### config.mk
export PLATFORM = sky130hd
export DESIGN_NAME = arm_data_processing_alu_unit_flat
export DESIGN_NICKNAME = d
export VERILOG_FILES = /design/src/hw/rtl/adpalu_pkg.sv /design/src/hw/rtl/adpalu_ifs.sv /design/src/hw/rtl/adpalu_decode.sv /design/src/hw/rtl/adpalu_shift.sv /design/src/hw/rtl/adpalu_exec.sv /design/src/hw/rtl/arm_data_processing_alu_unit.sv /design/src/flat_wrapper.sv
export VERILOG_INCLUDE_DIRS = /design/src /design/src/hw/rtl
export SDC_FILE = /design/constraint.sdc
export NUM_CORES = 1
export LEC_CHECK = 0
export ABC_AREA = 1
export BUFFER_PORTS_ARGS = -buffer_cell sky130_fd_sc_hd__buf_2
export CAP_MARGIN = 20
export CORE_AREA = 5 5 221 309
export DETAILED_ROUTE_END_ITERATION = 16
export DIE_AREA = 0 0 226 314
export GPL_TIMING_DRIVEN = 0
export PLACE_DENSITY = 0.47
export RECOVER_POWER = 50
export SLEW_MARGIN = 40
export SYNTH_ARGS = -nofsm -noshare
export SYNTH_HDL_FRONTEND = slang
export SYNTH_HIERARCHICAL = 1
export SYNTH_SLANG_ARGS = --single-unit
### constraint.sdc
create_clock -name clk -period 7.7 [get_ports clk]
set_input_delay 1.54 -clock clk [delete_from_list [all_inputs] [get_ports clk]]
set_output_delay 1.54 -clock clk [all_outputs]
set_load 0.005 [all_outputs]
### src/hw/rtl/arm_data_processing_alu_unit_macros.svh
// Assertion macros shared by the ALU unit RTL.
`ifndef ARM_DATA_PROCESSING_ALU_UNIT_MACROS_SVH
`define ARM_DATA_PROCESSING_ALU_UNIT_MACROS_SVH

// Same-cycle implication, disabled while reset is asserted.
`define ADPALU_ASSERT_SAME(label, clk, rst, ante, cons) \
  label: assert property (@(posedge clk) disable iff (rst) (ante) |-> (cons)) \
    else $error("adpalu assertion failed");

// Next-cycle implication, disabled while reset is asserted.
`define ADPALU_ASSERT_NEXT(label, clk, rst, ante, cons) \
  label: assert property (@(posedge clk) disable iff (rst) (ante) |=> (cons)) \
    else $error("adpalu assertion failed");

`endif

### src/hw/rtl/adpalu_pkg.sv
// Package: types, codes and stage payloads of the data-processing ALU.
`timescale 1ns / 1ps
package adpalu_pkg;

  typedef enum logic [3:0] {
    OP_AND = 4'd0,  OP_EOR = 4'd1,  OP_SUB = 4'd2,  OP_RSB = 4'd3,
    OP_ADD = 4'd4,  OP_ADC = 4'd5,  OP_SBC = 4'd6,  OP_RSC = 4'd7,
    OP_TST = 4'd8,  OP_TEQ = 4'd9,  OP_CMP = 4'd10, OP_CMN = 4'd11,
    OP_ORR = 4'd12, OP_MOV = 4'd13, OP_BIC = 4'd14, OP_MVN = 4'd15
  } opcode_t;

  typedef enum logic [1:0] {
    ST_OK    = 2'd0,
    ST_UNDEF = 2'd1,
    ST_PSR   = 2'd2
  } status_t;

  // Shift type field, bits 6:5
  typedef enum logic [1:0] {
    KIND_LSL = 2'd0,
    KIND_LSR = 2'd1,
    KIND_ASR = 2'd2,
    KIND_ROR = 2'd3
  } shift_kind_t;

  // Normalized shifter operation produced by decode
  typedef enum logic [2:0] {
    SH_PASS   = 3'd0,  // value through, carry unchanged
    SH_PASS31 = 3'd1,  // value through, carry from bit 31
    SH_LSL    = 3'd2,
    SH_LSR    = 3'd3,
    SH_ASR    = 3'd4,
    SH_ROR    = 3'd5,
    SH_RRX    = 3'd6
  } sh_mode_t;

  localparam logic [3:0] PC_INDEX = 4'd15;
  localparam int unsigned DATA_W = 32;
  localparam int unsigned AMT_W  = 6;   // amounts 0..33 after saturation

  typedef struct packed {
    opcode_t             op;
    logic                s;
    logic [3:0]          rd;
    status_t             status;
    logic [DATA_W-1:0]   rn;
    logic [DATA_W-1:0]   sh_val;
    sh_mode_t            sh_mode;
    logic [AMT_W-1:0]    sh_amt;
    logic [3:0]          flags;
  } dec_t;

  typedef struct packed {
    opcode_t             op;
    logic                s;
    logic [3:0]          rd;
    status_t             status;
    logic [DATA_W-1:0]   rn;
    logic [DATA_W-1:0]   opnd;
    logic                shc;
    logic [3:0]          flags;
  } shf_t;

  typedef struct packed {
    logic [DATA_W-1:0]   result;
    logic                write_result;
    logic [3:0]          dest_index;
    logic [3:0]          flags_out;
    status_t             status;
  } res_t;

endpackage

### src/hw/rtl/adpalu_ifs.sv
// Valid/ready channel interfaces for instruction input and result output.
`timescale 1ns / 1ps
interface adpalu_req_if;
  logic        valid;
  logic        ready;
  logic [31:0] instr_word;
  logic [31:0] rn_value;
  logic [31:0] rm_value;
  logic [7:0]  rs_low_byte;
  logic [3:0]  flags_in;

  modport source (output valid, instr_word, rn_value, rm_value, rs_low_byte, flags_in,
                  input ready);
  modport sink   (input valid, instr_word, rn_value, rm_value, rs_low_byte, flags_in,
                  output ready);
endinterface

interface adpalu_rsp_if;
  logic        valid;
  logic        ready;
  logic [31:0] result;
  logic        write_result;
  logic [3:0]  dest_index;
  logic [3:0]  flags_out;
  logic [1:0]  status;

  modport source (output valid, result, write_result, dest_index, flags_out, status,
                  input ready);
  modport sink   (input valid, result, write_result, dest_index, flags_out, status,
                  output ready);
endinterface

### src/hw/rtl/adpalu_decode.sv
// Stage 1: field decode, exception checks, PC offset and shifter setup.
`timescale 1ns / 1ps
module adpalu_decode
  import adpalu_pkg::*;
(
  input  logic         clk,
  input  logic         rst,
  input  logic         up_valid,
  output logic         up_ready,
  input  logic [31:0]  instr_word,
  input  logic [31:0]  rn_value,
  input  logic [31:0]  rm_value,
  input  logic [7:0]   rs_low_byte,
  input  logic [3:0]   flags_in,
  input  logic         dn_ready,
  output logic         vld,
  output dec_t         q
);

  dec_t        d;
  logic        imm;
  logic        regsh;
  logic [4:0]  rot;
  logic [4:0]  iamt;
  shift_kind_t kind;

  always_comb begin
    imm   = instr_word[25];
    regsh = !imm && instr_word[4];
    kind  = shift_kind_t'(instr_word[6:5]);
    rot   = {instr_word[11:8], 1'b0};
    iamt  = instr_word[11:7];

    d.op    = opcode_t'(instr_word[24:21]);
    d.s     = instr_word[20];
    d.rd    = instr_word[15:12];
    d.flags = flags_in;

    if ((d.rd == PC_INDEX && d.s) || (regsh && instr_word[7])) begin
      d.status = ST_UNDEF;
    end else if (!d.s && (d.op == OP_TST || d.op == OP_TEQ ||
                          d.op == OP_CMP || d.op == OP_CMN)) begin
      d.status = ST_PSR;
    end else begin
      d.status = ST_OK;
    end

    // PC reads ahead: +8 with a register shift, +4 otherwise
    if (instr_word[19:16] == PC_INDEX) begin
      d.rn = rn_value + (regsh ? 32'd8 : 32'd4);
    end else begin
      d.rn = rn_value;
    end

    d.sh_mode = SH_PASS;
    d.sh_amt  = '0;
    if (imm) begin
      d.sh_val = {24'b0, instr_word[7:0]};
      if (rot != 5'd0) begin
        d.sh_mode = SH_ROR;
        d.sh_amt  = {1'b0, rot};
      end
    end else if (regsh) begin
      d.sh_val = rm_value;
      if (rs_low_byte != 8'd0) begin
        unique case (kind)
          KIND_LSL: begin
            d.sh_mode = SH_LSL;
            d.sh_amt  = (rs_low_byte > 8'd32) ? 6'd33 : rs_low_byte[5:0];
          end
          KIND_LSR: begin
            d.sh_mode = SH_LSR;
            d.sh_amt  = (rs_low_byte > 8'd32) ? 6'd33 : rs_low_byte[5:0];
          end
          KIND_ASR: begin
            d.sh_mode = SH_ASR;
            d.sh_amt  = (rs_low_byte > 8'd32) ? 6'd32 : rs_low_byte[5:0];
          end
          KIND_ROR: begin
            if (rs_low_byte[4:0] == 5'd0) begin
              d.sh_mode = SH_PASS31;
            end else begin
              d.sh_mode = SH_ROR;
              d.sh_amt  = {1'b0, rs_low_byte[4:0]};
            end
          end
          default: d.sh_mode = SH_PASS;
        endcase
      end
    end else begin
      d.sh_val = rm_value;
      unique case (kind)
        KIND_LSL: begin
          if (iamt != 5'd0) begin
            d.sh_mode = SH_LSL;
            d.sh_amt  = {1'b0, iamt};
          end
        end
        KIND_LSR: begin
          d.sh_mode = SH_LSR;
          d.sh_amt  = (iamt == 5'd0) ? 6'd32 : {1'b0, iamt};
        end
        KIND_ASR: begin
          d.sh_mode = SH_ASR;
          d.sh_amt  = (iamt == 5'd0) ? 6'd32 : {1'b0, iamt};
        end
        KIND_ROR: begin
          if (iamt == 5'd0) begin
            d.sh_mode = SH_RRX;
          end else begin
            d.sh_mode = SH_ROR;
            d.sh_amt  = {1'b0, iamt};
          end
        end
        default: d.sh_mode = SH_PASS;
      endcase
    end
  end

  assign up_ready = !vld || dn_ready;

  always_ff @(posedge clk) begin
    if (rst) begin
      vld <= 1'b0;
    end else if (up_ready) begin
      vld <= up_valid;
    end
  end

  always_ff @(posedge clk) begin
    if (up_ready && up_valid) begin
      q <= d;
    end
  end

endmodule

### src/hw/rtl/adpalu_shift.sv
// Stage 2: barrel shifter forming the second operand and shifter carry.
`timescale 1ns / 1ps
module adpalu_shift
  import adpalu_pkg::*;
(
  input  logic  clk,
  input  logic  rst,
  input  logic  up_valid,
  output logic  up_ready,
  input  dec_t  d,
  input  logic  dn_ready,
  output logic  vld,
  output shf_t  q
);

  shf_t               n;
  logic [65:0]        lsl_w;
  logic [32:0]        lsr_w;
  logic signed [32:0] asr_w;
  logic [63:0]        ror_w;
  logic               cin;

  always_comb begin
    cin   = d.flags[1];
    lsl_w = {34'b0, d.sh_val} << d.sh_amt;
    lsr_w = {d.sh_val, 1'b0} >> d.sh_amt;
    asr_w = $signed({d.sh_val, 1'b0}) >>> d.sh_amt;
    ror_w = {d.sh_val, d.sh_val} >> d.sh_amt[4:0];

    n.op     = d.op;
    n.s      = d.s;
    n.rd     = d.rd;
    n.status = d.status;
    n.rn     = d.rn;
    n.flags  = d.flags;

    case (d.sh_mode)
      SH_PASS31: begin n.opnd = d.sh_val;       n.shc = d.sh_val[31]; end
      SH_LSL:    begin n.opnd = lsl_w[31:0];    n.shc = lsl_w[32];    end
      SH_LSR:    begin n.opnd = lsr_w[32:1];    n.shc = lsr_w[0];     end
      SH_ASR:    begin n.opnd = asr_w[32:1];    n.shc = asr_w[0];     end
      SH_ROR:    begin n.opnd = ror_w[31:0];    n.shc = ror_w[31];    end
      SH_RRX:    begin n.opnd = {cin, d.sh_val[31:1]}; n.shc = d.sh_val[0]; end
      default:   begin n.opnd = d.sh_val;       n.shc = cin;          end
    endcase
  end

  assign up_ready = !vld || dn_ready;

  always_ff @(posedge clk) begin
    if (rst) begin
      vld <= 1'b0;
    end else if (up_ready) begin
      vld <= up_valid;
    end
  end

  always_ff @(posedge clk) begin
    if (up_ready && up_valid) begin
      q <= n;
    end
  end

endmodule

### src/hw/rtl/adpalu_exec.sv
// Stage 3: opcode execution, flag update and output register.
`timescale 1ns / 1ps
module adpalu_exec
  import adpalu_pkg::*;
(
  input  logic  clk,
  input  logic  rst,
  input  logic  up_valid,
  output logic  up_ready,
  input  shf_t  d,
  input  logic  dn_ready,
  output logic  vld,
  output res_t  q
);

  res_t        n;
  logic [31:0] a;
  logic [31:0] b;
  logic [31:0] bb;
  logic        sub;
  logic        ci;
  logic [32:0] sum;
  logic [31:0] res;
  logic        c;
  logic        v;

  always_comb begin
    // reverse subtracts swap the operands
    if (d.op == OP_RSB || d.op == OP_RSC) begin
      a = d.opnd;
      b = d.rn;
    end else begin
      a = d.rn;
      b = d.opnd;
    end
    sub = (d.op == OP_SUB || d.op == OP_RSB || d.op == OP_SBC ||
           d.op == OP_RSC || d.op == OP_CMP);
    bb  = sub ? ~b : b;

    unique case (d.op) inside
      OP_SUB, OP_RSB, OP_CMP:  ci = 1'b1;
      OP_ADD, OP_CMN:          ci = 1'b0;
      default:                 ci = d.flags[1];
    endcase

    sum = {1'b0, a} + {1'b0, bb} + {32'b0, ci};

    c = d.shc;
    v = d.flags[0];
    unique case (d.op) inside
      OP_AND, OP_TST: res = d.rn & d.opnd;
      OP_EOR, OP_TEQ: res = d.rn ^ d.opnd;
      OP_SUB, OP_RSB, OP_ADD, OP_ADC, OP_SBC, OP_RSC, OP_CMP, OP_CMN: begin
        res = sum[31:0];
        c   = sum[32];
        v   = ~(a[31] ^ bb[31]) & (a[31] ^ sum[31]);
      end
      OP_ORR:         res = d.rn | d.opnd;
      OP_MOV:         res = d.opnd;
      OP_BIC:         res = d.rn & ~d.opnd;
      default:        res = ~d.opnd;
    endcase

    n.dest_index = d.rd;
    n.status     = d.status;
    if (d.status != ST_OK) begin
      n.result       = '0;
      n.write_result = 1'b0;
      n.flags_out    = d.flags;
    end else begin
      n.result       = res;
      n.write_result = !(d.op == OP_TST || d.op == OP_TEQ ||
                         d.op == OP_CMP || d.op == OP_CMN);
      n.flags_out    = d.s ? {res[31], (res == 32'd0), c, v} : d.flags;
    end
  end

  assign up_ready = !vld || dn_ready;

  always_ff @(posedge clk) begin
    if (rst) begin
      vld <= 1'b0;
    end else if (up_ready) begin
      vld <= up_valid;
    end
  end

  always_ff @(posedge clk) begin
    if (up_ready && up_valid) begin
      q <= n;
    end
  end

endmodule

### src/hw/rtl/arm_data_processing_alu_unit.sv
// Top level of the ARM data-processing ALU with barrel shifter.
// Executes one decoded, condition-passed ARM data-processing instruction per
// transfer on req and returns one result transfer on rsp. The unit is a
// three-stage pipeline: decode (exception checks, PC read-ahead add, shifter
// setup), barrel shift (second operand and shifter carry), and execute
// (32-bit add/logic, NZCV, output register). A result passes through the
// decode, shift and execute registers before it shows on rsp. A new
// instruction can be taken every cycle: each stage loads whenever it is
// empty or the stage after it moves, so throughput is one per clock and
// only rsp back-pressure slows it. Every stage holds its own
// valid bit and ready is formed per stage, so a stalled rsp fills the
// pipeline's bubbles first and req only backs up once all three stages hold
// work. Status 1 marks undefined encodings (S with PC destination, or bit 7
// set with a register shift), status 2 marks TST/TEQ/CMP/CMN without S
// (PSR transfer, not handled here); both give a zero result, no write and
// unchanged flags.
`timescale 1ns / 1ps
`include "arm_data_processing_alu_unit_macros.svh"
module arm_data_processing_alu_unit
  import adpalu_pkg::*;
(
  input  logic           clk,
  input  logic           rst,
  adpalu_req_if.sink     req,
  adpalu_rsp_if.source   rsp
);

  // stage handshakes
  logic  dec_vld;
  logic  shf_vld;
  logic  exe_vld;
  logic  shf_rdy;
  logic  exe_rdy;
  dec_t  dec_q;
  shf_t  shf_q;
  res_t  exe_q;

  // Stage 1: decode
  adpalu_decode u_decode (
    .clk         (clk),
    .rst         (rst),
    .up_valid    (req.valid),
    .up_ready    (req.ready),
    .instr_word  (req.instr_word),
    .rn_value    (req.rn_value),
    .rm_value    (req.rm_value),
    .rs_low_byte (req.rs_low_byte),
    .flags_in    (req.flags_in),
    .dn_ready    (shf_rdy),
    .vld         (dec_vld),
    .q           (dec_q)
  );

  // Stage 2: barrel shifter
  adpalu_shift u_shift (
    .clk      (clk),
    .rst      (rst),
    .up_valid (dec_vld),
    .up_ready (shf_rdy),
    .d        (dec_q),
    .dn_ready (exe_rdy),
    .vld      (shf_vld),
    .q        (shf_q)
  );

  // Stage 3: execute; its register is the output register
  adpalu_exec u_exec (
    .clk      (clk),
    .rst      (rst),
    .up_valid (shf_vld),
    .up_ready (exe_rdy),
    .d        (shf_q),
    .dn_ready (rsp.ready),
    .vld      (exe_vld),
    .q        (exe_q)
  );

  assign rsp.valid        = exe_vld;
  assign rsp.result       = exe_q.result;
  assign rsp.write_result = exe_q.write_result;
  assign rsp.dest_index   = exe_q.dest_index;
  assign rsp.flags_out    = exe_q.flags_out;
  assign rsp.status       = exe_q.status;

  // A req transfer always lands in the decode stage.
  `ADPALU_ASSERT_NEXT(a_req_lands, clk, rst, req.valid && req.ready, dec_vld)

  // Work held in decode is never dropped while the shifter stalls.
  `ADPALU_ASSERT_NEXT(a_dec_holds, clk, rst, dec_vld && !shf_rdy, dec_vld && $stable(dec_q))

  // Only a good instruction writes a register.
  `ADPALU_ASSERT_SAME(a_write_ok, clk, rst, rsp.valid && rsp.write_result,
                      rsp.status == ST_OK)

  // Exceptional results carry a zero result.
  `ADPALU_ASSERT_SAME(a_exc_zero, clk, rst, rsp.valid && rsp.status != ST_OK,
                      rsp.result == 32'd0)

endmodule

### src/flat_wrapper.sv
// flat-port wrapper written by rule: the top's interface ports become plain ports
module arm_data_processing_alu_unit_flat import adpalu_pkg::*;
  (clk, rst, req_valid, req_instr_word, req_rn_value, req_rm_value, req_rs_low_byte, req_flags_in, req_ready, rsp_valid, rsp_result, rsp_write_result, rsp_dest_index, rsp_flags_out, rsp_status, rsp_ready);
  adpalu_req_if req_i ();
  adpalu_rsp_if rsp_i ();
  input  logic clk;
  input  logic rst;
  input wire logic [$bits(req_i.valid)-1:0] req_valid;
  input wire logic [$bits(req_i.instr_word)-1:0] req_instr_word;
  input wire logic [$bits(req_i.rn_value)-1:0] req_rn_value;
  input wire logic [$bits(req_i.rm_value)-1:0] req_rm_value;
  input wire logic [$bits(req_i.rs_low_byte)-1:0] req_rs_low_byte;
  input wire logic [$bits(req_i.flags_in)-1:0] req_flags_in;
  output wire logic [$bits(req_i.ready)-1:0] req_ready;
  output wire logic [$bits(rsp_i.valid)-1:0] rsp_valid;
  output wire logic [$bits(rsp_i.result)-1:0] rsp_result;
  output wire logic [$bits(rsp_i.write_result)-1:0] rsp_write_result;
  output wire logic [$bits(rsp_i.dest_index)-1:0] rsp_dest_index;
  output wire logic [$bits(rsp_i.flags_out)-1:0] rsp_flags_out;
  output wire logic [$bits(rsp_i.status)-1:0] rsp_status;
  input wire logic [$bits(rsp_i.ready)-1:0] rsp_ready;
  assign req_i.valid = req_valid;
  assign req_i.instr_word = req_instr_word;
  assign req_i.rn_value = req_rn_value;
  assign req_i.rm_value = req_rm_value;
  assign req_i.rs_low_byte = req_rs_low_byte;
  assign req_i.flags_in = req_flags_in;
  assign req_ready = req_i.ready;
  assign rsp_valid = rsp_i.valid;
  assign rsp_result = rsp_i.result;
  assign rsp_write_result = rsp_i.write_result;
  assign rsp_dest_index = rsp_i.dest_index;
  assign rsp_flags_out = rsp_i.flags_out;
  assign rsp_status = rsp_i.status;
  assign rsp_i.ready = rsp_ready;
  arm_data_processing_alu_unit u_core (.clk(clk), .rst(rst), .req(req_i), .rsp(rsp_i));
endmodule
**Word level (Yosys, flattened, before mapping)**

Index checks and enable logic that the tools add are counted.
W data, S select, Z words.

- Add/subtract/negate cells: 3
- Magnitude comparators: 1
- Equal/unequal tests: 29
- Shift operators: 4
- Muxes and demuxes: 27
- Bitwise gates (word level): 10
- Reductions and logical operators: 42

Operators by type and width:

| cell | number |
|---|---|
| $pmux W33 S6 | 1 |
| $pmux W32 S6 | 1 |
| $mux W32 | 4 |
| $pmux W9 S4 | 2 |
| $and A32 B32 Y32 | 2 |
| $not A32 Y32 | 2 |
| $shr A64 B5 Y32 | 1 |
| $eq A4 B4 Y1 const B | 13 |
| $add A32 B32 Y33 | 1 |
| $add A33 B1 Y33 | 1 |
| $shl A32 B6 Y33 | 1 |
| $shr A33 B6 Y33 | 1 |
| $sshr A33 B6 Y33 | 1 |
| $add A32 B4 Y32 | 1 |
| $logic_not A32 Y1 | 1 |
| $or A32 B32 Y32 | 1 |
| $xor A32 B32 Y32 | 1 |
| $mux W9 | 3 |
| $mux W6 | 3 |
| $mux W17 | 1 |
| $eq A4 B3 Y1 const B | 4 |
| $logic_or A1 B1 Y1 | 15 |
| $mux W4 | 3 |
| $logic_not A5 Y1 | 2 |
| other kinds (28) | 50 |

- Flip-flop bits (word level): 214
- Input port bits: 112
- Logic and storage cells: 142

**Longest topological paths before layout**

Gate-level depths: netlist of the first run.

- Depth in word-level cells: 13
- Mapped depth: 27

**Hierarchy**

Netlist of the first run, hierarchy kept.

Modules (own cells, without submodules):

| module | times used | cells each | area each (um^2) |
|---|---|---|---|
| adpalu_shift | 1 | 1207 | 7648.6 |
| adpalu_exec | 1 | 1291 | 7463.4 |
| adpalu_decode | 1 | 424 | 4227.8 |

**Worst setup path before layout of the first run**

OpenSTA, ideal clock, no wires.

- Path type: input to register
- From: in rsp_ready
- To: reg u_core/u_decode/q[0] (netlist bit) (enable)
- Setup time: 0.563 ns
- Arrival: 6.032 ns
- Data required time: 7.137 ns
- Path slack: 1.105 ns
- Cell stages on the path: 6
- Path buffers: 0
- Path through: inv_1 nand2_1 inv_1 nand2_1 inv_1 a21oi_1

- Word-level cells in the longest chain between the ends: 4

Ends and longest elaborated chain:

| element | RTL line | RTL |
|---|---|---|
| start: declaration | flat_wrapper.sv:21 | `input wire logic [$bits(rsp_i.ready)-1:0] rsp_ready;` |
| $logic_or A1 B1 Y1 | adpalu_exec.sv:78 | `assign up_ready = !vld \|\| dn_ready;` |
| net u_core.exe_rdy | arm_data_processing_alu_unit.sv:33 | `logic exe_rdy;` |
| $logic_or A1 B1 Y1 | adpalu_shift.sv:48 | `assign up_ready = !vld \|\| dn_ready;` |
| net u_core.shf_rdy | arm_data_processing_alu_unit.sv:32 | `logic shf_rdy;` |
| $logic_or A1 B1 Y1 | adpalu_decode.sv:120 | `assign up_ready = !vld \|\| dn_ready;` |
| $logic_and A1 B1 Y1 | adpalu_decode.sv:131 | `if (up_ready && up_valid) begin` |
| end signal: assignment | adpalu_decode.sv:132 | `q <= d;` |
| end: declaration | adpalu_decode.sv:17 | `output dec_t q` |

The timed path passes the listed nets, and every way through them passes these cells.
A chain may end at the register's enable or synchronous reset.

==> flow_summary_export.csv, run 1 <==
group,metric,value,unit
clocking,postCtsHoldBufs,0,
hold_path,whs_path_depth,0,
finish,drive_above_1_share,0.1009,
setup_path,cpMostUsedCell,"nor2_1",
pwr,peakVddDrop,140.0,uV
drt,avgViaCountPerCell,5.332,
floorplan,core,65140,um2
global_routing,grt_pass1_wl,152.9,mm
timing,slew_headroom,-0.06635,
yosys,synthesis.nets,3102,
drt,route.final.wire_length,110.6,mm
finish,area_delta_synth_final,13.76,%
drt,routedWlPerCell,27.87,um
yosys,synth-edff-count,211,
global_routing,grt_pass1_vias,21035,
yosys,synth_cells,2922,
drt,wl_met1,36.82,mm
hold_path,hold_start,"u_core/u_decode/q[45]",
timing,setup_viol,0,
setup_path,timing.rr.end,"u_core/u_exec/q[4]",
setup_path,reg2reg_depth,22,
drt,ant_nets,0,
yosys,yosysWarnings,6,
finish,seq_area,6396,um2
drt,drtIter0Drc,1445,
place,portBuffers,150,
yosys,synthArstFlopShare,0,
setup_path,crit_type,"flip-flop to flip-flop",
timing,post-route-period-util,0.8025,
yosys,netlist_area,19340,um2
timing,hold_viol,0,
clocking,cts_buffer_depth,3,
yosys,synth_largest_area_cell,"edfxtp_1",
finish,n_antenna_cell,0,
pwr,finalPower,0.004015,W
clocking,path_clk_slew,70,ps
drt,wl_met3,4.679,mm
floorplan,rows,111,
global_routing,gr-total-overflow,0,
finish,multiInputGateArea,11180,um2
yosys,yosysSeqAreaShare,0.3307,
setup_path,r2r_setup_slack,1520,ps
status,violations,"max-capacitance violations, max-slew violations",
timing,final.setup.tns,0,ps
setup_path,worst_ep_required_time,8120,ps
timing,max_freq,0.1618,GHz
setup_path,crit_buf_inv,4,
hold_path,hp-class,"flip-flop to flip-flop",
status,status,"finished, violations left",
finish,final_cells,3970,
timing,post-route-min-period,6179,ps
setup_path,critical_path.top_delay_family,"simple AND/OR/NAND/NOR gates",
clocking,clock_sinks,214,
setup_path,critPathLaunchType,"flip-flop",
floorplan,start_util,0.2969,
yosys,yosys.area.top_type_share,0.3276,
clocking,cts_resized,0,
pwr,power_density,182.5,nW/um2
global_routing,grt_start_max_net_pins,21,
timing,rsz0062_at_grt,"false",
place,dp_hpwl,93.65,mm
drt,firstDrtPassIters,5,
place,dp.cells,3931,
drt,vias,21170,
place,globalplace.congestion,1.082,
clocking,htree_levels,1,
global_routing,antenna_found_initial,4,
clocking,cts_root_buffer,"clkbuf_16",
drt,highest_layer,"met5",
timing,fin_worst_skew,28.96,ps
yosys,synth_cell_type_count,51,
setup_path,worstReg2RegStart,"u_core/u_shift/q[79]",
yosys,synth_ff_type,"edfxtp_1",
floorplan,dieArea,70960,um2
setup_path,max_stage_delay,700,ps
setup_path,critPathArrivalTime,6600,ps
timing,worstMarginPinSlew,1600,ps
floorplan,die_h,314,um
finish,fill_cells,7247,
yosys,ys_ff_latch,214,
finish,fin_util,0.3378,
drt,drc_errors,0,
clocking,post_cts_buffers,0,
setup_path,endpoint_kind,"flip-flop",
job,cap_violations,2,
setup_path,cp.depth,22,
setup_path,crit_chain,"nor2_1 > clkbuf_1 > clkbuf_1 > clkbuf_1 > nand2_1 > o21ai_0 > fa_1 > inv_1 > fa_1 > xnor2_1 > nor2_1 > nor2_1 > nand3_1 > a21oi_1 > nand2_1 > nor2_1 > nand3_1 > nor2_1 > nand3_1 > nor2_1 > nand4_1 > nand2_1",
yosys,ys_top_cells_by_area,"edfxtp_1, nand2_1, nand3_1",
finish,nets,3288,
timing,fin_hold_ws,409.4,ps
floorplan,dieWidth,226,um
hold_path,holdPathEnd,"u_core/u_shift/q[37]",
drt,wl_met2,57.45,mm
setup_path,path_max_fanout,10,
pwr,power_leakage,10.15,nW
clocking,clk_latency,580,ps
global_routing,grt_usage,0.3023,
clocking,tritoncts,"done",
setup_path,slowest_stage,"clkbuf_1",
floorplan,ios,157,
timing,slew_viol_final,22,
yosys,synth.avg_cell_area,6.619,um2
clocking,cts_buffers,22,
==> synthesized netlist by cell type, types with 9 or more instances <==
master     count
buf_1         14
o2111ai_1     10
nand2_1     1007
xor2_1        62
xnor2_1       13
nor3_1        33
nand3b_1      19
o21ai_1       19
nand3_2       11
ha_1          65
nand4_1       38
nand3_1      413
nand2_2       16
nor2_1       233
inv_2         17
clkbuf_1      45
and2_1        18
o211ai_1      21
inv_1        280
a21oi_1      102
nor2_2        15
o221ai_1       9
o21ai_0      123
edfxtp_1     211
buf_2         51
==> logic make-up (layout without fill, tap and decap cells) <==
kind of cell | after synthesis | in the layout | synth area share
and+or+nand+nor | 1813 | 1813 | 0.4015
buffers and inverters | 425 | 626 | 0.09141
AOI/OAI and AO/OA | 324 | 324 | 0.09568
DFF | 214 | 214 | 0.3307
xor gates and xnor gates | 75 | 75 | 0.03397
adders and majority gates | 68 | 68 | 0.04516
muxes | 3 | 3 | 0.001553
==> placed cells by master (no fill, tap or decap), types with 21 or more instances in the layout <==
master / count
a21oi_1: 102
buf_2: 195
clkbuf_1: 62
clkbuf_16: 22
edfxtp_1: 211
ha_1: 65
inv_1: 281
nand2_1: 1007
nand3_1: 413
nand4_1: 38
nor2_1: 233
nor3_1: 32
o211ai_1: 21
o21ai_0: 121
xor2_1: 62
==> registers in the layout (all words and copies together) (netlist names) <==
signal               cells
u_core/u_decode/q       88
u_core/u_shift/q        80
u_core/u_exec/q         43
u_core/u_decode/vld      1
u_core/u_exec/vld        1
u_core/u_shift/vld       1
==> power breakdown <==
part           internal (W)  total [W]  switching, W  leakage [nW]
sequential          0.00136    0.00145     0.0000866          2.05
clock              0.000663    0.00115      0.000491         0.356
combinational      0.000385    0.00141       0.00103          7.74
==> worst max path at each step <==
stage	startpoint	to	slack, ps
2_1_floorplan	rsp_ready	u_core/u_decode/q[0]	1100
3_3_place_gp	rsp_ready	u_core/u_decode/q[45]	-1480
3_5_place_dp	u_core/u_shift/q[79]	u_core/u_exec/q[4]	1520
4_1_cts	u_core/u_shift/q[79]	u_core/u_exec/q[4]	1450
5_1_grt	u_core/u_shift/q[79]	u_core/u_exec/q[4]	1290
6_report	u_core/u_shift/q[79]	u_core/u_exec/q[4]	1520
==> stage by stage <==
stage          cell area [um2]  worst slack [ps]
3_5_place_dp             21400              1518
4_1_cts                  22150              1454
2_1_floorplan            19340              1105
6_report                 22000              1521
5_1_grt                  22000              1292
3_3_place_gp             21150             -1480
==> layer usage <==
metal,up-vias,GRT usage
met2,825,0.5603
met1,9976,0.2973
met5,-,0
met4,4,0.2542
met3,293,0.03097
li1,10072,-
==> final cells by class <==
cell class,instances,share of cell area
Sequential cell,214,0.2907
Timing Repair Buffer,162,0.03839
Clock buffer,27,0.02588
Inverter,300,0.05164
Buffer,125,0.02878
Multi-Input combinational cell,2283,0.5084
Tap cell,847,0.04817
Clock inverter,12,0.008076
(Power assumes the default switching activity.)
==> run 2, diff against run 1 <==
clock period = 5.7 ns   (was 7.7 ns; I/O delays follow)
==> run 2 against run 1 <==
The flow still finishes with violations (max-capacitance violations, max-slew violations). Cell area is essentially flat. Die area stayed put. Non-clock buffer count shrank 1. Clock skew up 17 ps. Sequential power is 35% higher. Worst setup slack worse by 1200 ps. Sequential cell count did not move. Sequential share of layout area hardly changed. Routed wire length fell by 4.9%. Global-route usage shrank 1.4 points.
==> flow_summary_export.csv, run 2 (synthesis results as in run 1) <==
group,metric,value,unit
global_routing,grt_pass1_wl,148.6,mm
setup_path,cpMostUsedCell,"nand2_1",
global_routing,grt_pass1_vias,20962,
finish,largest_reg_flops,88,
finish,nets,3289,
clocking,clock_sinks,214,
timing,setup_viol,0,
finish,area_delta_synth_final,13.68,%
setup_path,worstReg2RegStart,"u_core/u_shift/q[79]",
clocking,post_cts_buffers,0,
place,dp_hpwl,88.81,mm
global_routing,antenna_found_initial,1,
floorplan,start_util,0.2969,
hold_path,whs_path_depth,0,
setup_path,critPathArrivalTime,5740,ps
timing,slew_viol_final,16,
pwr,power_leakage,10.14,nW
drt,drc_errors,0,
clocking,cts_buffer_depth,3,
floorplan,core,65140,um2
pwr,finalPower,0.005320,W
clocking,cts_root_buffer,"clkbuf_16",
status,status,"finished, violations left",
global_routing,grt_usage,0.2883,
setup_path,reg2reg_depth,23,
timing,hold_viol,0,
place,portBuffers,150,
status,violations,"max-capacitance violations, max-slew violations",
finish,fin_util,0.3375,
finish,top_register,"u_core/u_decode/q",
timing,worstMarginPinSlew,1520,ps
clocking,postCtsHoldBufs,0,
timing,max_freq,0.1876,GHz
hold_path,hold_start,"u_core/u_decode/q[83]",
floorplan,dieArea,70960,um2
clocking,path_clk_slew,60,ps
floorplan,rows,111,
setup_path,endpoint_kind,"flip-flop",
drt,vias,21286,
timing,post-route-min-period,5332,ps
clocking,cts_buffers,24,
drt,ant_nets,0,
global_routing,gr-total-overflow,0,
setup_path,timing.rr.end,"u_core/u_exec/q[4]",
setup_path,crit_type,"flip-flop to flip-flop",
pwr,power_density,242.0,nW/um2
clocking,tritoncts,"done",
finish,top_regs,"u_core/u_decode/q: 88 flops, u_core/u_shift/q: 80 flops, u_core/u_exec/q: 43 flops",
finish,layout_common_cells,"nand2_1, nand3_1, inv_1",
finish,drive_above_1_share,0.1018,
drt,drtIter0Drc,1729,
global_routing,grt_start_max_net_pins,20,
floorplan,ios,157,
setup_path,critPathLaunchType,"flip-flop",
hold_path,hp-class,"flip-flop to flip-flop",
drt,route.final.wire_length,105.2,mm
floorplan,dieWidth,226,um
setup_path,crit_chain,"nor2_2 > clkbuf_1 > clkbuf_1 > o21ai_0 > fa_1 > inv_1 > fa_1 > nand2_1 > nand2_1 > nand3_1 > nand2_1 > nand2_1 > nand2_1 > nand2_1 > nand3_1 > nand2_1 > o21ai_1 > nand2_1 > nor2_1 > nand3_1 > nor2_1 > nand4_1 > nand2_1",
floorplan,die_h,314,um
clocking,htree_levels,1,
finish,final_common_cell,"nand2_1",
setup_path,slowest_stage,"edfxtp_1",
pwr,peakVddDrop,238.6,uV
finish,fill_cells,7172,
setup_path,worst_ep_required_time,6110,ps
timing,post-route-period-util,0.9354,
setup_path,r2r_setup_slack,370,ps
hold_path,holdPathEnd,"u_core/u_shift/q[75]",
timing,rsz0062_at_grt,"false",
place,globalplace.congestion,1.092,
clocking,clk_latency,580,ps
job,cap_violations,1,
setup_path,max_stage_delay,620,ps
timing,fin_worst_skew,45.91,ps
drt,avgViaCountPerCell,5.358,
drt,routedWlPerCell,26.48,um
timing,slew_headroom,-0.01338,
drt,firstDrtPassIters,6,
setup_path,path_max_fanout,10,
finish,seq_area,6396,um2
finish,multiInputGateArea,11190,um2
run 2: changes by cell type in the layout (fill, tap and decap cells not counted), moves of 2 or more:
cell	delta
buf_1	-2
buf_2	-3
bufinv_16	-3
clkbuf_1	+4
clkbuf_16	+2
clkbuf_2	+2
nor2_1	-2
nor2_2	+2
o21ai_0	-2
o21ai_1	+2
run 2: metal layers:
layer  track usage  share of wire
met4        0.2514           0.11
met5             0              0
met1        0.2949           0.34
met3       0.02947          0.046
met2        0.5166           0.50
run 2: timing repair:
action / in CTS / in global routing
setup endpoints to repair: 1 / 1
resized for setup: 2 / 4
pin swaps: 0 / 0
run 2: final cells by class:
type	instances	area share
Sequential cell	214	0.2909
Inverter	300	0.05168
Timing Repair Buffer	161	0.03751
Buffer	125	0.02897
Clock inverter	12	0.005293
Multi-Input combinational cell	2283	0.5090
Antenna cell	1	0.0001138
Clock buffer	30	0.02834
Tap cell	847	0.04820
run 2: per-stage QoR:
stage	hold WS, ps	std cells	setup TNS [ps]	instance area [um2]	setup slack (ps)
floorplan	400.3	2922	0	19340	10.99
global placement	403.5	3919	-158380	21150	-1835
detailed placement	404.5	3930	-196.7	21360	-196.7
CTS	417.9	3972	0	22100	140.1
global route	425.0	3973	0	21980	24.94
finish	415.2	3973	0	21980	368.1
run 2: worst max-delay path by stage:
| stage | start | end | slack (ps) | cells past startpoint |
|---|---|---|---|---|
| 6_report | u_core/u_shift/q[79] | u_core/u_exec/q[4] | 370 | 23 |
| 5_1_grt | u_core/u_shift/q[79] | u_core/u_exec/q[4] | 20 | 23 |
| 4_1_cts | u_core/u_shift/q[79] | u_core/u_exec/q[4] | 140 | 24 |
| 3_5_place_dp | u_core/u_shift/q[79] | u_core/u_exec/q[4] | -200 | 24 |
| 3_3_place_gp | rsp_ready | u_core/u_shift/q[37] | -1840 | 5 |
| 2_1_floorplan | rsp_ready | u_core/u_shift/q[0] | 10 | 4 |
run 2: power breakdown:
part           switching, W  internal [W]
sequential         0.000117       0.00184
combinational       0.00135      0.000520
clock              0.000659      0.000828
run 2: worst max-delay path: cells and delay by family (launching register included):
family	cells	cell delay, ps
and+or+nand+nor	16	2030
DFF	1	620
AOI/OAI and AO/OA	2	590
adders and majority gates	2	770
buffers and inverters	3	1150
==> run 3, diff against run 2 <==
==> constraint.sdc (replaced) <==
create_clock -name clk -period 5.7 [get_ports clk]
set_input_delay 1.71 -clock clk [delete_from_list [all_inputs] [get_ports clk]]
set_output_delay 1.71 -clock clk [all_outputs]
set_load 0.005 [all_outputs]
==> run 3 against run 2 <==
The run still ends with max-capacitance violations, max-slew violations left. Non-clock buffer count did not move. Die area is the same. Maximum frequency shrank 2.3%. Cell area grew 0.28%. Clock skew is 29 ps lower. Via count down 0.84%. Count of clock-buffer cells in the layout fell by 1. Combinational power about the same. Sequential cell count stayed put. Highest routed layer unchanged.
==> flow_summary_export.csv, run 3 (synthesis results as in run 1) <==
group,metric,value,unit
clocking,cts_buffer_depth,3,
setup_path,critPathArrivalTime,5890,ps
floorplan,rows,111,
floorplan,dieArea,70960,um2
timing,rsz0062_at_grt,"false",
pwr,p_comb_frac,0.350,
pwr,clkPwrFrac,0.286,
finish,multiInputGateArea,11190,um2
timing,post-route-period-util,0.9574,
timing,post-route-min-period,5457,ps
timing,layout_setup_ws,242.9,ps
timing,max_freq,0.1832,GHz
hold_path,hp-class,"flip-flop to flip-flop",
global_routing,grt_pass1_vias,20970,
global_routing,grt_usage,0.2895,
clocking,cts_root_buffer,"clkbuf_16",
clocking,clock_sinks,214,
place,dp_slack,-346.2,ps
clocking,htree_levels,1,
timing,hold_viol,0,
finish,top_register,"u_core/u_decode/q",
pwr,p_int,0.003228,W
global_routing,antenna_found_initial,0,
global_routing,gr-total-overflow,0,
floorplan,dieWidth,226,um
drt,firstDrtPassIters,8,
finish,top_regs,"u_core/u_decode/q: 88 flops, u_core/u_shift/q: 80 flops, u_core/u_exec/q: 43 flops",
floorplan,core,65140,um2
drt,vias,21108,
setup_path,path_max_fanout,10,
drt,route.final.wire_length,105.4,mm
place,dp.cells,3930,
finish,layout_common_cells,"nand2_1, nand3_1, inv_1",
status,violations,"max-capacitance violations, max-slew violations",
floorplan,ios,157,
place,placed_area,21360,um2
status,status,"finished, violations left",
timing,setup_viol,0,
finish,largest_reg_flops,88,
finish,fill_cells,7236,
timing,slew_headroom,-0.09808,
drt,drtIter0Drc,1638,
setup_path,crit_type,"flip-flop to flip-flop",
pwr,pwr-share-seq,0.364,
setup_path,slowest_stage,"edfxtp_1",
place,globalplace.congestion,1.067,
global_routing,grt_start_max_net_pins,20,
setup_path,worst_ep_required_time,6130,ps
drt,drc_errors,0,
global_routing,grt_pass1_wl,148.5,mm
timing,fin_worst_skew,17.00,ps
finish,final_cells,3977,
drt,routedWlPerCell,26.49,um
finish,final_area,22050,um2
clocking,cts_buffers,25,
setup_path,cpMostUsedCell,"nand2_1",
finish,area_delta_synth_final,13.99,%
floorplan,start_util,0.2969,
finish,drive_above_1_share,0.1042,
drt,avgViaCountPerCell,5.308,
setup_path,crit_chain,"nor2_2 > clkbuf_1 > clkbuf_1 > o21ai_0 > fa_1 > inv_1 > fa_1 > nand2_1 > nand2_1 > nand3_1 > nand2_1 > nand2_1 > nand2_1 > nand2_1 > nand3_1 > nand2_1 > o21ai_1 > nand2_1 > nor2_1 > nand3_1 > nor2_1 > nand4_1 > nand2_1",
setup_path,endpoint_kind,"flip-flop",
clocking,path_clk_slew,60,ps
place,portBuffers,150,
pwr,switching_share,0.3984,
clocking,tritoncts,"done",
pwr,power_density,243.3,nW/um2
floorplan,die_h,314,um
job,cap_violations,1,
finish,nets,3290,
setup_path,r2r_setup_slack,240,ps
clocking,postCtsHoldBufs,0,
clocking,clk_latency,570,ps
timing,slew_viol_final,17,
setup_path,max_stage_delay,620,ps
finish,fin_util,0.3385,
finish,seq_area,6396,um2
drt,ant_nets,0,
place,dp_hpwl,89.72,mm
pwr,finalPower,0.005365,W
setup_path,critPathLaunchType,"flip-flop",
pwr,p_switching,0.002137,W
pwr,peakVddDrop,334.8,uV
timing,worstMarginPinSlew,1647,ps
finish,final_common_cell,"nand2_1",
pwr,power_leakage,10.19,nW
run 3: cell count changes in the layout (fill, tap and decap cells not counted), sizes merged:
cell | previous run | this run
clkinv | 7 | 12
clkbuf | 93 | 89
buf | 223 | 226
clkinvlp | 3 | 1
inv | 301 | 303
run 3: critical path: cells and delay by family, from the launching register on:
kind                     cells  cell delay, ps
AO/OA/AOI/OAI                2             620
adder cells (fa/ha/maj)      2             770
buffers and inverters        3            1190
AND/OR/NAND/NOR             16            2110
flip-flops                   1             620
run 3: path summary, 6_finish.rpt:
path / startpoint / endpoint / cells past startpoint
setup reg to reg: u_core/u_shift/q[79] / u_core/u_exec/q[4] / 23
hold reg to reg: u_core/u_decode/q[70] / u_core/u_shift/q[62] / 0
hold / removal: u_core/u_decode/q[70] / u_core/u_shift/q[62] / 0
setup / recovery: u_core/u_shift/q[79] / u_core/u_exec/q[4] / 23
run 3: layout make-up:
| type | count | share of cell area |
|---|---|---|
| Multi-Input combinational cell | 2283 | 0.5076 |
| Sequential cell | 214 | 0.2901 |
| Inverter | 300 | 0.05153 |
| Tap cell | 847 | 0.04807 |
| Timing Repair Buffer | 161 | 0.03808 |
| Clock buffer | 29 | 0.02906 |
| Buffer | 125 | 0.02894 |
| Clock inverter | 17 | 0.006527 |
| Antenna cell | 1 | 0.0001135 |
run 3: metrics by stage:
step	hold slack (ps)	setup TNS (ps)
global route	423.7	0
floorplan	400.3	0
global placement	404.8	-65680
CTS	416.3	0
finish	415.5	0
detailed placement	404.5	-346.2
run 3: power groups by stage:
stage | Sequential, W | Clock [W] | Combinational (W)
CTS | 0.00195 | 0.00159 | 0.00185
detailed placement | 0.00199 | 0 | 0.00184
finish | 0.00195 | 0.00153 | 0.00188
floorplan | 0.00192 | 0 | 0.00113
global route | 0.00196 | 0.00164 | 0.00203
global placement | 0.00199 | 0 | 0.00182
run 3: what timing repair did:
item / in CTS / in global routing
endpoints found under the setup margin: 1 / 1
resized for setup: 2 / 5
buffers inserted: 0 / 0
run 3: layer usage:
layer | global-route usage | part of all wire
met4 | 0.2449 | 0.11
met2 | 0.5341 | 0.51
met3 | 0.02920 | 0.045
met5 | 0 | 0
met1 | 0.2865 | 0.33
